File: config.mk
export PLATFORM = sky130hd
export DESIGN_NAME = percent_escape_decoder
export DESIGN_NICKNAME = d
export VERILOG_FILES = /design/src/hw/rtl/pctd_pkg.sv /design/src/hw/rtl/percent_escape_decoder.sv /design/src/hw/rtl/pctd_front.sv /design/src/hw/rtl/pctd_queue.sv /design/src/hw/rtl/pctd_back.sv
export VERILOG_INCLUDE_DIRS = /design/src /design/src/hw/rtl
export SDC_FILE = /design/constraint.sdc
export NUM_CORES = 1
export LEC_CHECK = 0
export ABC_AREA = 1
export ABC_CLOCK_PERIOD_IN_PS = 2750
export BUFFER_PORTS_ARGS = -buffer_cell sky130_fd_sc_hd__buf_2
export CORE_UTILIZATION = 30
export DETAILED_ROUTE_END_ITERATION = 8
export PLACE_DENSITY_LB_ADDON = 0.3
export SLEW_MARGIN = 40
export SYNTH_ARGS = -nofsm -noshare
export SYNTH_HDL_FRONTEND = slang
export SYNTH_SLANG_ARGS = --single-unit
File: constraint.sdc
create_clock -name clk -period 2.75 [get_ports clk]
set_input_delay 0.275 -clock clk [delete_from_list [all_inputs] [get_ports clk]]
set_output_delay 0.275 -clock clk [all_outputs]
set_load 0.02 [all_outputs]
File: src/hw/rtl/percent_escape_decoder_macros.svh
// Assertion helpers for the percent escape decoder.
`ifndef PERCENT_ESCAPE_DECODER_MACROS_SVH
`define PERCENT_ESCAPE_DECODER_MACROS_SVH

`ifndef SYNTH
`define PCTD_ASSERT(lbl, clk, rst_n, prop, msg) \
    lbl: assert property (@(posedge clk) disable iff (!rst_n) prop) else $error(msg);
`define PCTD_NEVER(lbl, clk, rst_n, cond, msg) \
    lbl: assert property (@(posedge clk) disable iff (!rst_n) !(cond)) else $error(msg);
`else
`define PCTD_ASSERT(lbl, clk, rst_n, prop, msg)
`define PCTD_NEVER(lbl, clk, rst_n, cond, msg)
`endif

`endif

File: src/hw/rtl/pctd_pkg.sv
package pctd_pkg;

    localparam int PCTD_QUEUE_DEPTH = 2;

    localparam logic OP_CHAR = 1'b0;
    localparam logic OP_END  = 1'b1;

    localparam logic [7:0] CHR_PCT = 8'h25;
    localparam logic [7:0] CHR_0   = 8'h30;
    localparam logic [7:0] CHR_9   = 8'h39;
    localparam logic [7:0] CHR_A   = 8'h41;
    localparam logic [7:0] CHR_F   = 8'h46;

    typedef enum logic [1:0] {
        PH_IDLE = 2'd0,
        PH_PCT  = 2'd1,
        PH_HIGH = 2'd2
    } phase_t;

    // Results of one request, replayed in order by the back end.
    typedef struct packed {
        logic [1:0]      cnt;
        logic [2:0][7:0] bytes;
        logic            bval;
        logic            done;
    } cmd_t;

    function automatic logic is_hex(input logic [7:0] c);
        return c inside {[CHR_0:CHR_9], [CHR_A:CHR_F]};
    endfunction

    function automatic logic [3:0] hex_value(input logic [7:0] c);
        logic [7:0] v;
        if (c inside {[CHR_A:CHR_F]})
            v = c - CHR_A + 8'd10;
        else
            v = c - CHR_0;
        return v[3:0];
    endfunction

endpackage

File: src/hw/rtl/percent_escape_decoder.sv
// Percent escape decoder.
// Input queue side: push with operation/char_byte while full is low. operation 0
// carries a character, operation 1 ends the string and flushes a pending escape.
// Result queue side: while empty is low, out_byte, byte_valid, last_of_run and
// string_done show the oldest result; pop takes it.
// Each request yields zero to three results: none for a '%' that opens an
// escape or a first hex digit, one for a plain byte or a decoded escape, one
// to three for a malformed escape, one or two for end of string.
// Each result passes the queue, then the result register, before it is shown.
// Throughput: one request per cycle while each yields at most one result and
// pop is held high; the result side drains one result per cycle, so a
// malformed escape holds the back end longer, absorbed by the request queue.
// When pop is held low the queue fills and full rises; no request is lost.
// Reset clears the escape state, the queue pointers and the result valid flag.
module percent_escape_decoder
    import pctd_pkg::*;
#(
    parameter int QUEUE_DEPTH = PCTD_QUEUE_DEPTH
)
(
    input  logic       clk,
    input  logic       rst_n,
    input  logic       push,
    output logic       full,
    input  logic       operation,
    input  logic [7:0] char_byte,
    input  logic       pop,
    output logic       empty,
    output logic [7:0] out_byte,
    output logic       byte_valid,
    output logic       last_of_run,
    output logic       string_done
);

    logic accept;
    logic cmd_push;
    cmd_t cmd;
    cmd_t q_head;
    logic q_empty;
    logic q_rd;

    assign accept = push && !full;

    pctd_front u_front (
        .clk       (clk),
        .rst_n     (rst_n),
        .accept    (accept),
        .operation (operation),
        .char_byte (char_byte),
        .cmd_push  (cmd_push),
        .cmd       (cmd)
    );

    pctd_queue #(
        .DEPTH (QUEUE_DEPTH)
    ) u_queue (
        .clk     (clk),
        .rst_n   (rst_n),
        .wr      (cmd_push),
        .wr_data (cmd),
        .full    (full),
        .rd      (q_rd),
        .rd_data (q_head),
        .empty   (q_empty)
    );

    pctd_back u_back (
        .clk         (clk),
        .rst_n       (rst_n),
        .q_empty     (q_empty),
        .q_head      (q_head),
        .q_rd        (q_rd),
        .pop         (pop),
        .empty       (empty),
        .out_byte    (out_byte),
        .byte_valid  (byte_valid),
        .last_of_run (last_of_run),
        .string_done (string_done)
    );

endmodule

File: src/hw/rtl/pctd_front.sv
module pctd_front
    import pctd_pkg::*;
(
    input  logic       clk,
    input  logic       rst_n,
    input  logic       accept,
    input  logic       operation,
    input  logic [7:0] char_byte,
    output logic       cmd_push,
    output cmd_t       cmd
);

    phase_t     phase_reg, phase_next;
    logic [7:0] held_reg, held_next;

    always_ff @(posedge clk or negedge rst_n)
    begin
        if (!rst_n)
        begin
            phase_reg <= PH_IDLE;
            held_reg  <= 8'd0;
        end
        else
        begin
            phase_reg <= phase_next;
            held_reg  <= held_next;
        end
    end

    always_comb
    begin
        phase_next = phase_reg;
        held_next  = held_reg;
        cmd        = '0;
        cmd.bval   = 1'b1;
        if (accept)
        begin
            if (operation == OP_END)
            begin
                cmd.done   = 1'b1;
                phase_next = PH_IDLE;
                case (phase_reg)
                    PH_PCT:
                    begin
                        cmd.cnt      = 2'd1;
                        cmd.bytes[0] = CHR_PCT;
                    end
                    PH_HIGH:
                    begin
                        cmd.cnt      = 2'd2;
                        cmd.bytes[0] = CHR_PCT;
                        cmd.bytes[1] = held_reg;
                    end
                    default:
                    begin
                        cmd.cnt  = 2'd1;
                        cmd.bval = 1'b0;
                    end
                endcase
            end
            else
            begin
                case (phase_reg)
                    PH_PCT:
                    begin
                        if (is_hex(char_byte))
                        begin
                            held_next  = char_byte;
                            phase_next = PH_HIGH;
                        end
                        else if (char_byte == CHR_PCT)
                        begin
                            cmd.cnt      = 2'd1;
                            cmd.bytes[0] = CHR_PCT;
                        end
                        else
                        begin
                            cmd.cnt      = 2'd2;
                            cmd.bytes[0] = CHR_PCT;
                            cmd.bytes[1] = char_byte;
                            phase_next   = PH_IDLE;
                        end
                    end
                    PH_HIGH:
                    begin
                        if (is_hex(char_byte))
                        begin
                            cmd.cnt      = 2'd1;
                            cmd.bytes[0] = {hex_value(held_reg), hex_value(char_byte)};
                            phase_next   = PH_IDLE;
                        end
                        else if (char_byte == CHR_PCT)
                        begin
                            cmd.cnt      = 2'd2;
                            cmd.bytes[0] = CHR_PCT;
                            cmd.bytes[1] = held_reg;
                            phase_next   = PH_PCT;
                        end
                        else
                        begin
                            cmd.cnt      = 2'd3;
                            cmd.bytes[0] = CHR_PCT;
                            cmd.bytes[1] = held_reg;
                            cmd.bytes[2] = char_byte;
                            phase_next   = PH_IDLE;
                        end
                    end
                    default:
                    begin
                        if (char_byte == CHR_PCT)
                            phase_next = PH_PCT;
                        else
                        begin
                            cmd.cnt      = 2'd1;
                            cmd.bytes[0] = char_byte;
                            phase_next   = PH_IDLE;
                        end
                    end
                endcase
            end
        end
    end

    assign cmd_push = accept && (cmd.cnt != 2'd0);

endmodule

File: src/hw/rtl/pctd_queue.sv
`include "percent_escape_decoder_macros.svh"

module pctd_queue
    import pctd_pkg::*;
#(
    parameter int DEPTH = PCTD_QUEUE_DEPTH
)
(
    input  logic clk,
    input  logic rst_n,
    input  logic wr,
    input  cmd_t wr_data,
    output logic full,
    input  logic rd,
    output cmd_t rd_data,
    output logic empty
);

    localparam int AW = (DEPTH > 1) ? $clog2(DEPTH) : 1;
    localparam int LW = $clog2(DEPTH + 1);

    cmd_t          mem [DEPTH];
    logic [AW-1:0] wr_ptr_reg, rd_ptr_reg;
    logic [LW-1:0] level_reg;

    function automatic logic [AW-1:0] bump(input logic [AW-1:0] p);
        return (p == AW'(DEPTH - 1)) ? '0 : p + 1'b1;
    endfunction

    assign full    = (level_reg == LW'(DEPTH));
    assign empty   = (level_reg == '0);
    assign rd_data = mem[rd_ptr_reg];

    always_ff @(posedge clk)
    begin
        if (wr)
            mem[wr_ptr_reg] <= wr_data;
    end

    always_ff @(posedge clk or negedge rst_n)
    begin
        if (!rst_n)
        begin
            wr_ptr_reg <= '0;
            rd_ptr_reg <= '0;
            level_reg  <= '0;
        end
        else
        begin
            if (wr)
                wr_ptr_reg <= bump(wr_ptr_reg);
            if (rd)
                rd_ptr_reg <= bump(rd_ptr_reg);
            if (wr && !rd)
                level_reg <= level_reg + 1'b1;
            else if (rd && !wr)
                level_reg <= level_reg - 1'b1;
        end
    end

    `PCTD_NEVER(a_q_overflow, clk, rst_n, wr && full && !rd, "queue write while full")
    `PCTD_NEVER(a_q_underflow, clk, rst_n, rd && empty, "queue read while empty")

endmodule

File: src/hw/rtl/pctd_back.sv
`include "percent_escape_decoder_macros.svh"

module pctd_back
    import pctd_pkg::*;
(
    input  logic       clk,
    input  logic       rst_n,
    input  logic       q_empty,
    input  cmd_t       q_head,
    output logic       q_rd,
    input  logic       pop,
    output logic       empty,
    output logic [7:0] out_byte,
    output logic       byte_valid,
    output logic       last_of_run,
    output logic       string_done
);

    cmd_t       cmd_reg;
    logic       valid_reg;
    logic [1:0] idx_reg;
    logic       last;
    logic       take;

    assign last        = (idx_reg == cmd_reg.cnt - 2'd1);
    assign take        = valid_reg && pop;
    assign q_rd        = !q_empty && (!valid_reg || (take && last));
    assign empty       = !valid_reg;
    assign out_byte    = cmd_reg.bytes[idx_reg];
    assign byte_valid  = cmd_reg.bval;
    assign last_of_run = last;
    assign string_done = cmd_reg.done && last;

    always_ff @(posedge clk)
    begin
        if (q_rd)
            cmd_reg <= q_head;
    end

    always_ff @(posedge clk or negedge rst_n)
    begin
        if (!rst_n)
        begin
            valid_reg <= 1'b0;
            idx_reg   <= 2'd0;
        end
        else if (q_rd)
        begin
            valid_reg <= 1'b1;
            idx_reg   <= 2'd0;
        end
        else if (take)
        begin
            if (last)
                valid_reg <= 1'b0;
            else
                idx_reg <= idx_reg + 2'd1;
        end
    end

    `PCTD_NEVER(a_bk_zero_cnt, clk, rst_n, valid_reg && (cmd_reg.cnt == 2'd0), "empty request held")
    `PCTD_ASSERT(a_bk_idx, clk, rst_n, valid_reg |-> (idx_reg < cmd_reg.cnt), "index past count")

endmodule
# After elaboration in Yosys (flattened, before gate mapping)
# Memory sizes are Yosys's and may differ from the RTL's. A register that Yosys moved wholly into a read port is not among the register bits.
# Index checks and enable logic that the tools add are counted.
dict set report word_totals {
  reg_bits 17
  ram_bits 56
  in_bits 13
  output_inout_bits 13
  elab_cells 107
  n_memories 1
}
# name words word_bits rd rd_clocked_by_memory_dff wr line
set memory_table {}
lappend memory_table {u_queue.mem 2 28 1 1 1 pctd_queue.sv:22} ;# cmd_t mem [DEPTH];
dict set report classes {
  add_sub_neg 12
  n_lt_le_gt_ge 7
  n_eq_ne 7
  n_mux 44
  bitwise 1
  reduce_logical 28
}
# cell count
set ops {}
lappend ops {{16-bit two-way mux} 3}
lappend ops {{8-bit two-way mux} 6}
lappend ops {{8-bit case mux with 2 select lines} 2}
lappend ops {{2-bit two-way mux} 15}
lappend ops {{28-bit two-way mux} 1}
lappend ops {{8-bit binary-select mux with 2-bit select} 1}
lappend ops {{8-bit by 7-bit greater-or-equal comparator with 1-bit output (second input constant)} 2}
lappend ops {{8-bit by 7-bit <= comparator with 1-bit output (second input constant)} 2}
lappend ops {{4-bit by 1-bit subtractor with 4-bit output (second input constant)} 4}
lappend ops {{1-bit logical AND} 11}
lappend ops {{1-bit two-way mux} 11}
lappend ops {{2-bit nonzero test} 5}
lappend ops {{4-bit adder (second input constant)} 2}
lappend ops {{8-bit by 6-bit == test with 1-bit output (second input constant)} 1}
lappend ops {{8-bit by 6-bit greater-or-equal comparator with 1-bit output (second input constant)} 1}
lappend ops {{8-bit by 6-bit <= comparator with 1-bit output (second input constant)} 1}
lappend ops {{4-bit two-way mux} 2}
lappend ops {{2-bit case mux with 2 select lines} 2}
lappend ops {{6-bit two-way mux} 1}
lappend ops {{2-bit AND reduction} 3}
lappend ops {{1-bit logical NOT} 5}
lappend ops {{2-bit by 1-bit adder with 2-bit output (second input constant)} 2}
lappend ops {{2-bit == test (second input constant)} 2}
lappend ops {{4-bit by 3-bit != test with 1-bit output (second input constant)} 1}
lappend ops {{11 further kinds} 13}

# Longest topological paths before layout
# Gate-level depths: netlist (run 1).
dict set report logic_depth {
  depth_word 13
  mapped_depth 16
  depth_no_buf 15
}

# Hierarchy
# A second synthesis (run 1) with hierarchy kept.
dict set report unflattened {
  hier_cells 425
  hier_area_um2 4865.9
}
# module instances cells_each area_each_um2 seq_area_each_um2
set modules_own_cells {}
lappend modules_own_cells {pctd_queue 1 112 2274.7 1781.7}
lappend modules_own_cells {pctd_front 1 215 1330.0 250.2}
lappend modules_own_cells {pctd_back 1 96 1251.2 915.9}
lappend modules_own_cells {percent_escape_decoder 1 2 10.0 0.0}

# Worst setup path before layout (run 1)
# OpenSTA, ideal clock, no wires.
dict set report synth_path {
  path_kind {input-to-reg}
  from {in char_byte[1]}
  to {mem u_queue.mem[0][0] in the netlist's numbering (enable)}
  setup_ns 0.383
  t_arrival_ns 1.995
  t_required_ns 2.367
  path_slack_ns 0.372
  stages 14
  n_path_buf 1
  path_cell_list {inv_1 -> ha_1 -> inv_1 -> nand2_4 -> nor2_4 -> nor2_4 -> nand2_4 -> buf_8 -> nand3_4 -> nand2_2 -> nand2_4 -> nand3_4 -> nand2_2 -> inv_1}
}
dict set report synth_via {
  elab_chain_cells 11
  word_cells_on_any_way 20
  classes_between {4 x order compare; 1 x eq/ne; 10 x mux; 5 x reduce/logical}
}
# element line
set synth_lines {}
lappend synth_lines {{start, declared} percent_escape_decoder.sv:26} ;# input logic [7:0] char_byte,
lappend synth_lines {{8-bit by 6-bit greater-or-equal comparator with 1-bit output (tied with other cells)} pctd_pkg.sv:29} ;# return c inside {[CHR_0:CHR_9], [CHR_A:CHR_F]};
lappend synth_lines {{1-bit logical AND} pctd_pkg.sv:29}
lappend synth_lines {{2-bit nonzero test} pctd_pkg.sv:29}
lappend synth_lines {{2-bit two-way mux (on tied branches)} {pctd_front.sv:86, pctd_front.sv:66}}
lappend synth_lines {{2-bit case mux with 2 select lines (*)} pctd_front.sv:63} ;# case (phase_reg)
lappend synth_lines {{2-bit two-way mux (*)} pctd_front.sv:38} ;# if (operation == OP_END)
lappend synth_lines {{28-bit two-way mux (*)} pctd_front.sv:36} ;# if (accept)
lappend synth_lines {{2-bit nonzero test (*)} pctd_front.sv:124} ;# assign cmd_push = accept && (cmd.cnt != 2'd0);
lappend synth_lines {{1-bit logical AND (*)} pctd_front.sv:124}
lappend synth_lines {{named net cmd_push} percent_escape_decoder.sv:36} ;# logic cmd_push;
lappend synth_lines {{1-bit two-way mux (*)} pctd_queue.sv:36} ;# if (wr)
lappend synth_lines {{1-bit two-way mux (not written as such) (*)} pctd_queue.sv:37} ;# mem[wr_ptr_reg] <= wr_data;
lappend synth_lines {{end, declared} pctd_queue.sv:22}
# The timed path passes the listed nets; every way through them passes the cells marked *.

==> flow_metrics.env, run 1 <==
export IMPL_finClkSkew_ns=0.0123
export IMPL_clock_latency_ns=0.34
export IMPL_synth_top_area_share_pct=51.1
export IMPL_viasPerCell=4.44
export IMPL_syn_num_nets=495
export IMPL_dpl_hpwl_mm=7.17
export IMPL_status="completed"
export IMPL_yosys_warnings=0
export IMPL_path_clk_slew_ns=0.07
export IMPL_drt_wl_total_mm=9.81
export IMPL_nFillCells=1672
export IMPL_synth_cell_types=45
export IMPL_drive_above_1_share_pct=18.6
export IMPL_worst_pin_slew_ns=0.603
export IMPL_ys_flop_type="edfxtp_1"
export IMPL_grt_setup_unrepaired="false"
export IMPL_gp_congestion=0.902
export IMPL_p_per_area_mw_per_mm2=967
export IMPL_avgSynthCellArea_sq_um=10.5
export IMPL_post_route_drc_count=0
export IMPL_dieArea_sq_mm=0.0170
export IMPL_instances_no_fill=722
export IMPL_grt_overflow_total=0
export IMPL_leakage_nw=2.28
export IMPL_cts_made_buffers=9
export IMPL_antenna_cells=0
export IMPL_synthCells=471
export IMPL_ios=26
export IMPL_ys_ff_latch=101
export IMPL_dr_pass1_iters=4
export IMPL_yosys_area_top_type="edfxtp_1"
export IMPL_crit_type="reg2reg"
export IMPL_min_from="pop"
export IMPL_combPwrFrac_pct=32.1
export IMPL_ys_async_sr_fraction_pct=16.8
export IMPL_grtUsageMet2_pct=18.3
export IMPL_area_growth_pct=13.6
export IMPL_seqCellArea_sq_mm=0.00295
export IMPL_grt_use_met3_pct=2.54
export IMPL_port_buffer_count=25
export IMPL_ys_top_cells_by_area="edfxtp_1, nand2_1, dfrtp_1, nor2_1, ha_1"
export IMPL_seqPwrFrac_pct=45.1
export IMPL_ir_worst_vdd_v=0.000426
export IMPL_num_rows=46
export IMPL_syn_area_sq_mm=0.00494
export IMPL_die_w_um=130
export IMPL_p_sw_share_pct=34.8
export IMPL_crit_path_start_kind="flop"
export IMPL_cap_viol_max_count=0
export IMPL_yosysMostFrequentCell="nand2_1"
export IMPL_clk_path_buf_depth=2
export IMPL_num_vias=3203
export IMPL_hold_end="u_back.valid_reg"
export IMPL_fin_crit_ns=2.30
export IMPL_period_share_pct=83.7
export IMPL_cts_sinks=101
export IMPL_cts_htree_levels=3
export IMPL_synthTopCellsByCount="nand2_1, edfxtp_1, nor2_1"
export IMPL_setup_viol=0
export IMPL_clock_fmax_ghz=0.435
export IMPL_synth_edf_count=84
export IMPL_final_max_slew_viol_count=0
export IMPL_design_core_area_sq_mm=0.0160
export IMPL_grt_pass1_wl_mm=15.8
export IMPL_cp_required_ns=2.97
export IMPL_placedCellCount=705
export IMPL_grt_max_degree=31
export IMPL_hold_path_class="in2reg"
export IMPL_regToRegSetupSlack_ns=0.45
export IMPL_finalNetCount=525
export IMPL_largest_reg_flops=56
export IMPL_track_usage_pct=12.3
export IMPL_busiest_layer="met2"
export IMPL_p_int_mw=3.54
export IMPL_multi_input_area_sq_mm=0.00172
export IMPL_finalSetupTns_ns=0
export IMPL_initial_core_util_pct=30.9
export IMPL_cts_root_buf="clkbuf_16"
export IMPL_r2r_start="u_front.phase_reg[0]"
export IMPL_rr_endpoint="u_queue.level_reg[1]"
export IMPL_hold_violations=0
export IMPL_drtIter0Drc=252
export IMPL_first_global_vias=3011
export IMPL_r2r_cells=12
export IMPL_max_slew_margin_rel_pct=59.7
export IMPL_die_h_um=130
export IMPL_p_switching_mw=1.89
export IMPL_routedWlPerCell_um=13.6
export IMPL_cts_tree="built"
export IMPL_antenna_found_initial=0
export IMPL_ys_seq_area_share_pct=59.7
export IMPL_clkPwrFrac_pct=22.8
export IMPL_use_met1_pct=17.4
export IMPL_crit_arrival_ns=2.52
export IMPL_path_max_fanout=10
export IMPL_ant_nets=0
export IMPL_critPathCaptureType="flop"
export IMPL_whs_path_depth=4
-- how the worst max path moves through the flow --
stage | from | end | slack [ns] | cells after the start
finish | u_front.phase_reg[0] | u_queue.level_reg[1] | 0.45 | 12
global route | u_front.phase_reg[0] | u_queue.level_reg[1] | 0.25 | 12
CTS | u_front.phase_reg[0] | u_queue.level_reg[1] | 0.45 | 12
detailed placement | char_byte[1] | u_queue.level_reg[1] | 0.31 | 16
global placement | char_byte[1] | u_queue.level_reg[1] | 0.38 | 14
floorplan | char_byte[1] | u_queue.mem[0][0] | 0.37 | 14
-- logic make-up after synthesis --
| family | Yosys count | synth area share [%] |
|---|---|---|
| XOR/XNOR | 8 | 1.57 |
| buffers and inverters | 57 | 5.60 |
| AND/OR/NAND/NOR | 235 | 22.7 |
| AO/OA/AOI/OAI | 59 | 7.67 |
| flip-flops | 101 | 59.7 |
| adder cells (fa/ha/maj) | 11 | 2.79 |
-- layout make-up --
class / instances / area share (%)
Sequential cell: 101 / 52.5
Multi-Input combinational cell: 313 / 30.6
Tap cell: 216 / 4.81
Clock buffer: 10 / 4.08
Timing Repair Buffer: 35 / 4.06
Inverter: 41 / 2.88
Clock inverter: 6 / 1.09
-- per-stage QoR --
stage	worst slack, ns	hold slack [ns]	util, %	area [sq um]	power, mW
final	0.449	0.294	35.1	5610	5.43
after CTS	0.454	0.289	35.1	5610	5.51
after global placement	0.377	0.279	33.2	5310	4.23
after floorplan	0.372	-0.0206	-	4940	3.69
after global routing	0.253	0.314	35.1	5610	5.77
after detailed placement	0.309	0.299	33.2	5310	4.27
-- metal layers --
metal  vias to the layer above  wire length [um]
met1                      1487              4980
li1                       1650                 -
met5                         -                 0
met2                        54              4390
met4                         0               138
met3                        12               299
-- power by group through the flow --
stage / logic (mW) / clock network (mW) / registers [mW]
5_1_grt: 1.95 / 1.32 / 2.50
3_3_place_gp: 1.76 / 0 / 2.48
6_report: 1.74 / 1.24 / 2.45
3_5_place_dp: 1.78 / 0 / 2.49
2_1_floorplan: 1.23 / 0 / 2.46
4_1_cts: 1.79 / 1.27 / 2.45
-- timing repair --
item,CTS,global route
resized for setup,0,0
endpoints found under the hold margin,17,0
hold buffers,1,0
buffers inserted,0,0
-- worst max-delay path: stages (launching register included) --
cell and delay [ns]:
dfrtp_1 0.35, inv_1 0.06, ha_1 0.46, inv_1 0.13
nand3_1 0.09, nand3_1 0.10, nand2_1 0.11, inv_2 0.10
nand3_4 0.08, ha_1 0.33, a21oi_1 0.11, o21ai_0 0.11
xor2_1 0.15
-- layout by cell type, fill, tap and decap left out, types with 2 or more instances in the layout --
cell	n
nand2_1	141
edfxtp_1	84
nor2_1	41
inv_1	27
buf_2	25
nand3_1	19
dfrtp_1	17
o21ai_1	15
inv_2	11
ha_1	11
o21ai_0	10
o22ai_1	9
clkbuf_16	9
o31ai_1	8
nand2_4	7
buf_4	7
nand4_1	6
xor2_1	6
nand2_2	5
a21oi_1	5
nor2_4	4
nand3_4	3
a21oi_2	3
o21ai_4	2
nor3_2	2
clkinv_1	2
o2111ai_1	2
clkinv_4	2
a31oi_1	2
clkinv_2	2
buf_12	2
Note: power is estimated with default switching activity, not from simulation.
==> run 2: changes to the inputs <==
ABC_CLOCK_PERIOD_IN_PS = 2000   (was 2750)
clock period = 2 ns   (was 2.75 ns; I/O delays follow)
==> run 2 against run 1 <==
  * Die area did not move
  * Core utilization rose by 2.2 points
  * Via count rose by 1.8%
  * Highest routed layer unchanged
  * Sequential power rose by 37%
  * Critical endpoint unchanged
  * Count of clock-buffer cells in the layout rose by 2
  * Cell area rose by 6.3%
  * Non-clock buffer count rose by 29
  * Wire length fell by 1.2%
==> flow_metrics.env, run 2 (same netlist as run 1, synthesis figures left out) <==
export IMPL_grt_use_met3_pct=2.21
export IMPL_fin_ws_ns=0.124
export IMPL_viasPerCell=4.34
export IMPL_grtUsageMet2_pct=18.9
export IMPL_die_w_um=130
export IMPL_area_growth_pct=20.8
export IMPL_crit_path_top_delay_cell="dfrtp_1"
export IMPL_clock_fmax_ghz=0.533
export IMPL_num_vias=3262
export IMPL_dpl_worst_slack_ns=-0.129
export IMPL_hold_violations=0
export IMPL_hold_path_class="in2reg"
export IMPL_ir_worst_vdd_v=0.000661
export IMPL_cts_made_buffers=9
export IMPL_path_max_fanout=5
export IMPL_cp_required_ns=2.23
export IMPL_status="completed"
export IMPL_cts_htree_levels=3
export IMPL_final_max_slew_viol_count=0
export IMPL_cts_tree="built"
export IMPL_worst_pin_slew_ns=0.493
export IMPL_clk_path_buf_depth=2
export IMPL_grt_max_degree=31
export IMPL_hold_slack_ns=0.221
export IMPL_gp_congestion=0.870
export IMPL_cap_viol_max_count=0
export IMPL_dr_pass1_iters=4
export IMPL_finClkSkew_ns=0.00958
export IMPL_track_usage_pct=12.3
export IMPL_antenna_cells=0
export IMPL_ios=26
export IMPL_use_met1_pct=17.0
export IMPL_dpl_hpwl_mm=7.42
export IMPL_design_core_area_sq_mm=0.0160
export IMPL_crit_path_start_kind="flop"
export IMPL_ant_nets=0
export IMPL_drtIter0Drc=195
export IMPL_busiest_layer="met2"
export IMPL_num_rows=46
export IMPL_finalNetCount=554
export IMPL_largest_reg_flops=56
export IMPL_crit_type="reg2reg"
export IMPL_place_area_sq_mm=0.00564
export IMPL_antenna_found_initial=0
export IMPL_drt_wl_total_mm=9.70
export IMPL_path_cells="inv_2 -> ha_4 -> buf_4 -> nor3_4 -> nand2_4 -> nand3_4 -> ha_4 -> a21oi_1 -> o21ai_1 -> xor2_1"
export IMPL_final_area_sq_mm=0.00597
export IMPL_critPathCaptureType="flop"
export IMPL_initial_core_util_pct=30.9
export IMPL_max_slew_margin_rel_pct=67.1
export IMPL_layout_common_cells="nand2_1, edfxtp_1, nor2_1"
export IMPL_setup_viol=0
export IMPL_period_share_pct=93.8
export IMPL_nFillCells=1639
export IMPL_p_per_area_mw_per_mm2=1290
export IMPL_drive_above_1_share_pct=25.8
export IMPL_leakage_nw=2.40
export IMPL_cpPeakStageDelay_ns=0.40
export IMPL_port_buffer_count=25
export IMPL_post_cts_setup_buffer_count=0
export IMPL_grt_setup_unrepaired="false"
export IMPL_post_route_drc_count=0
export IMPL_die_h_um=130
export IMPL_routedWlPerCell_um=12.9
export IMPL_clock_latency_ns=0.34
export IMPL_layout_commonest_cell="nand2_1"
export IMPL_dieArea_sq_mm=0.0170
export IMPL_first_global_vias=2978
export IMPL_grt_overflow_total=0
export IMPL_grt_pass1_wl_mm=15.7
export IMPL_cts_root_buf="clkbuf_16"
export IMPL_fin_crit_ns=1.88
export IMPL_cts_sinks=101
export IMPL_path_clk_slew_ns=0.07
export IMPL_crit_top_cell="ha_4"
export IMPL_crit_arrival_ns=2.10
## run 2: cell count changes in the layout (fill, tap and decap cells not counted), sizes merged
cell	previous run	this run
inv	40	37
clkinv	6	4
clkbuf	10	12
clkinvlp	0	3
buf	34	63
## run 2: worst paths after layout
path | end | cells after the start | from | slack (ns)
setup reg to reg | u_queue.level_reg[1] | 10 | u_front.phase_reg[0] | 0.12
max in group asynchronous | u_front.held_reg[0] | 2 | rst_n | 1.30
hold reg to reg | u_front.held_reg[3] | 2 | u_front.held_reg[3] | 0.50
min in group asynchronous | u_back.idx_reg[1] | 2 | rst_n | 0.35
hold / removal | u_back.valid_reg | 4 | pop | 0.22
setup / recovery | u_queue.level_reg[1] | 10 | u_front.phase_reg[0] | 0.12
## run 2: final cells by class
cell class	count	area, sq um	area share, %
Clock buffer	12	236	3.96
Clock inverter	4	47.5	0.797
Inverter	41	173	2.89
Multi-Input combinational cell	313	1790	30.1
Sequential cell	101	2950	49.4
Tap cell	216	270	4.53
Timing Repair Buffer	64	495	8.31
## run 2: per-stage QoR
step	total power [mW]	util, %	instances	TNS (ns)
after floorplan	5.10	-	471	-3.62
after global placement	6.05	35.2	734	-2.03
after detailed placement	6.10	35.2	734	-2.65
after CTS	7.78	37.1	751	0
after global routing	8.20	37.3	751	0
final	7.70	37.3	751	0
## run 2: critical path: cells and delay by family (launching register included)
| kind | cells | cell delay (ns) |
|---|---|---|
| adders and majority gates | 2 | 0.43 |
| DFF | 1 | 0.40 |
| and+or+nand+nor | 3 | 0.36 |
| buffers and inverters | 2 | 0.24 |
| AOI/OAI and AO/OA | 2 | 0.19 |
| xor gates and xnor gates | 1 | 0.14 |
## run 2: power by group
part	internal, mW	total, mW	leakage, nW	switching (mW)
registers	3.15	3.35	1.01	0.198
logic	0.954	2.67	1.26	1.72
clock network	0.969	1.67	0.139	0.702
total	5.08	7.70	2.40	2.62
## run 2: metal layers
metal  up-vias  share of wire (%)  wire length, um
met5         -                  0                0
met3        11                3.1              298
met1      1491                 49             4750
met2        52                 46             4510
met4         0                1.4              139
li1       1708                  -                -
## run 2: timing repair
item / 4_1_cts / 5_1_grt
pin swaps: 0 / 1
hold buffers: 1 / 0
gates resized for setup: 1 / 6
endpoints found under the setup margin: 26 / 55
hold endpoints to repair: 17 / 0
==> run 3: changes to the inputs <==
PLACE_DENSITY_LB_ADDON = unset   (was 0.3)
==> run 3 against run 2 <==
  * Sequential power is essentially flat
  * Largest cell class unchanged
  * Clock skew grew 0.00072 ns
  * Highest routed layer unchanged
  * First-iteration DRC count grew 39%
==> flow_metrics.env, run 3 (same netlist as run 1, synthesis figures left out) <==
export IMPL_drive_above_1_share_pct=26.2
export IMPL_regToRegSetupSlack_ns=0.11
export IMPL_r2r_cells=9
export IMPL_ios=26
export IMPL_ant_nets=0
export IMPL_crit_type="reg2reg"
export IMPL_critPathCaptureType="flop"
export IMPL_num_vias=3344
export IMPL_cts_htree_levels=3
export IMPL_post_route_drc_count=0
export IMPL_hold_end="u_back.valid_reg"
export IMPL_worst_pin_slew_ns=0.527
export IMPL_grt_pass1_wl_mm=16.3
export IMPL_period_share_pct=94.5
export IMPL_placedCellCount=729
export IMPL_viasPerCell=4.48
export IMPL_final_max_slew_viol_count=0
export IMPL_gp_congestion=0.866
export IMPL_grt_overflow_total=0
export IMPL_first_global_vias=3314
export IMPL_p_per_area_mw_per_mm2=1310
export IMPL_setup_viol=0
export IMPL_finClkSkew_ns=0.0103
export IMPL_leakage_nw=2.37
export IMPL_drtIter0Drc=272
export IMPL_num_rows=46
export IMPL_fin_crit_ns=1.89
export IMPL_antenna_found_initial=0
export IMPL_routedWlPerCell_um=13.2
export IMPL_clock_fmax_ghz=0.529
export IMPL_rr_endpoint="u_queue.mem[1][23]"
export IMPL_grt_setup_unrepaired="false"
export IMPL_dieArea_sq_mm=0.0170
export IMPL_cts_made_buffers=9
export IMPL_track_usage_pct=12.6
export IMPL_largest_reg_flops=56
export IMPL_finalNetCount=549
export IMPL_crit_arrival_ns=1.92
export IMPL_layout_commonest_cell="nand2_1"
export IMPL_port_buffer_count=25
export IMPL_design_core_area_sq_mm=0.0160
export IMPL_dpl_worst_slack_ns=-0.131
export IMPL_cts_sinks=101
export IMPL_layout_common_cells="nand2_1, edfxtp_1, nor2_1"
export IMPL_antenna_cells=0
export IMPL_status="completed"
export IMPL_cap_viol_max_count=0
export IMPL_dpl_hpwl_mm=7.33
export IMPL_fin_ws_ns=0.110
export IMPL_power_total_mw=7.74
export IMPL_hold_path_class="in2reg"
export IMPL_max_slew_margin_rel_pct=64.9
export IMPL_area_growth_pct=19.9
export IMPL_grt_max_degree=31
export IMPL_hold_violations=0
export IMPL_die_w_um=130
export IMPL_min_from="pop"
export IMPL_initial_core_util_pct=30.9
export IMPL_drt_wl_total_mm=9.87
export IMPL_dr_pass1_iters=4
export IMPL_cp_required_ns=2.03
export IMPL_ir_worst_vdd_v=0.000564
export IMPL_die_h_um=130
export IMPL_r2r_start="u_front.phase_reg[0]"
export IMPL_clock_latency_ns=0.34
export IMPL_cts_root_buf="clkbuf_16"
export IMPL_path_max_fanout=28
export IMPL_cts_tree="built"
export IMPL_instances_no_fill=746
export IMPL_clk_path_buf_depth=2
export IMPL_crit_path_start_kind="flop"
export IMPL_path_clk_slew_ns=0.07
export IMPL_whs_path_depth=4
export IMPL_cp_startpoint="u_front.phase_reg[0]"
==> run 3: stage by stage <==
stage / hold WS, ns / TNS [ns] / instance area (sq um) / util (%)
after floorplan: -0.0956 / -3.62 / 5000 / -
after global placement: 0.209 / -0.509 / 5560 / 34.8
after detailed placement: 0.201 / -1.85 / 5560 / 34.8
after CTS: 0.204 / 0 / 5890 / 36.8
after global routing: 0.237 / 0 / 5920 / 37.0
final: 0.218 / 0 / 5920 / 37.0
==> run 3: worst max-delay path, cell delays in order, from the launching register on <==
cell and delay (ns):
dfrtp_1 0.40, inv_2 0.09, ha_4 0.22, buf_4 0.15, nor3_4 0.17, nand2_4 0.08
nand3_4 0.11, nand2_2 0.08, clkinvlp_4 0.09, buf_12 0.19
==> run 3: worst max-delay path by stage <==
stage                      endpoint  slack, ns  depth (start not counted)
2_1_floorplan     u_queue.mem[1][0]      -0.07                         13
3_3_place_gp   u_queue.level_reg[1]      -0.08                         14
3_5_place_dp   u_queue.level_reg[1]      -0.13                         14
4_1_cts        u_queue.level_reg[1]       0.01                         12
5_1_grt           u_queue.mem[1][7]       0.02                         12
6_report         u_queue.mem[1][23]       0.11                          9
==> run 3: final cells by class <==
type	instances	area (sq um)
sequential	101	2950
inverter	41	173
tap	216	270
clock buffer	9	225
timing repair buffer	59	420
fill	1603	10100
clock inverter	7	81.3
multi-input combinational	313	1800
==> run 3: report_power, final <==
part	total (mW)	switching, mW	internal [mW]
clock network	1.76	0.766	0.989
logic	2.63	1.73	0.902
registers	3.36	0.204	3.15
==> run 3: per-layer routing <==
layer,GRT usage (%),vias up,routed length (um)
met2,19.9,66,4610
met3,2.83,12,372
li1,-,1701,-
met5,0,-,0
met4,4.58,0,131
met1,17.0,1565,4760
==> run 3: repair_timing <==
action,in CTS,in global routing
pin swaps,1,0
resized for setup,3,7
setup endpoints to repair,33,4
hold endpoints to repair,17,0
buffers inserted,0,0
hold buffers,1,0
gates cloned,0,0
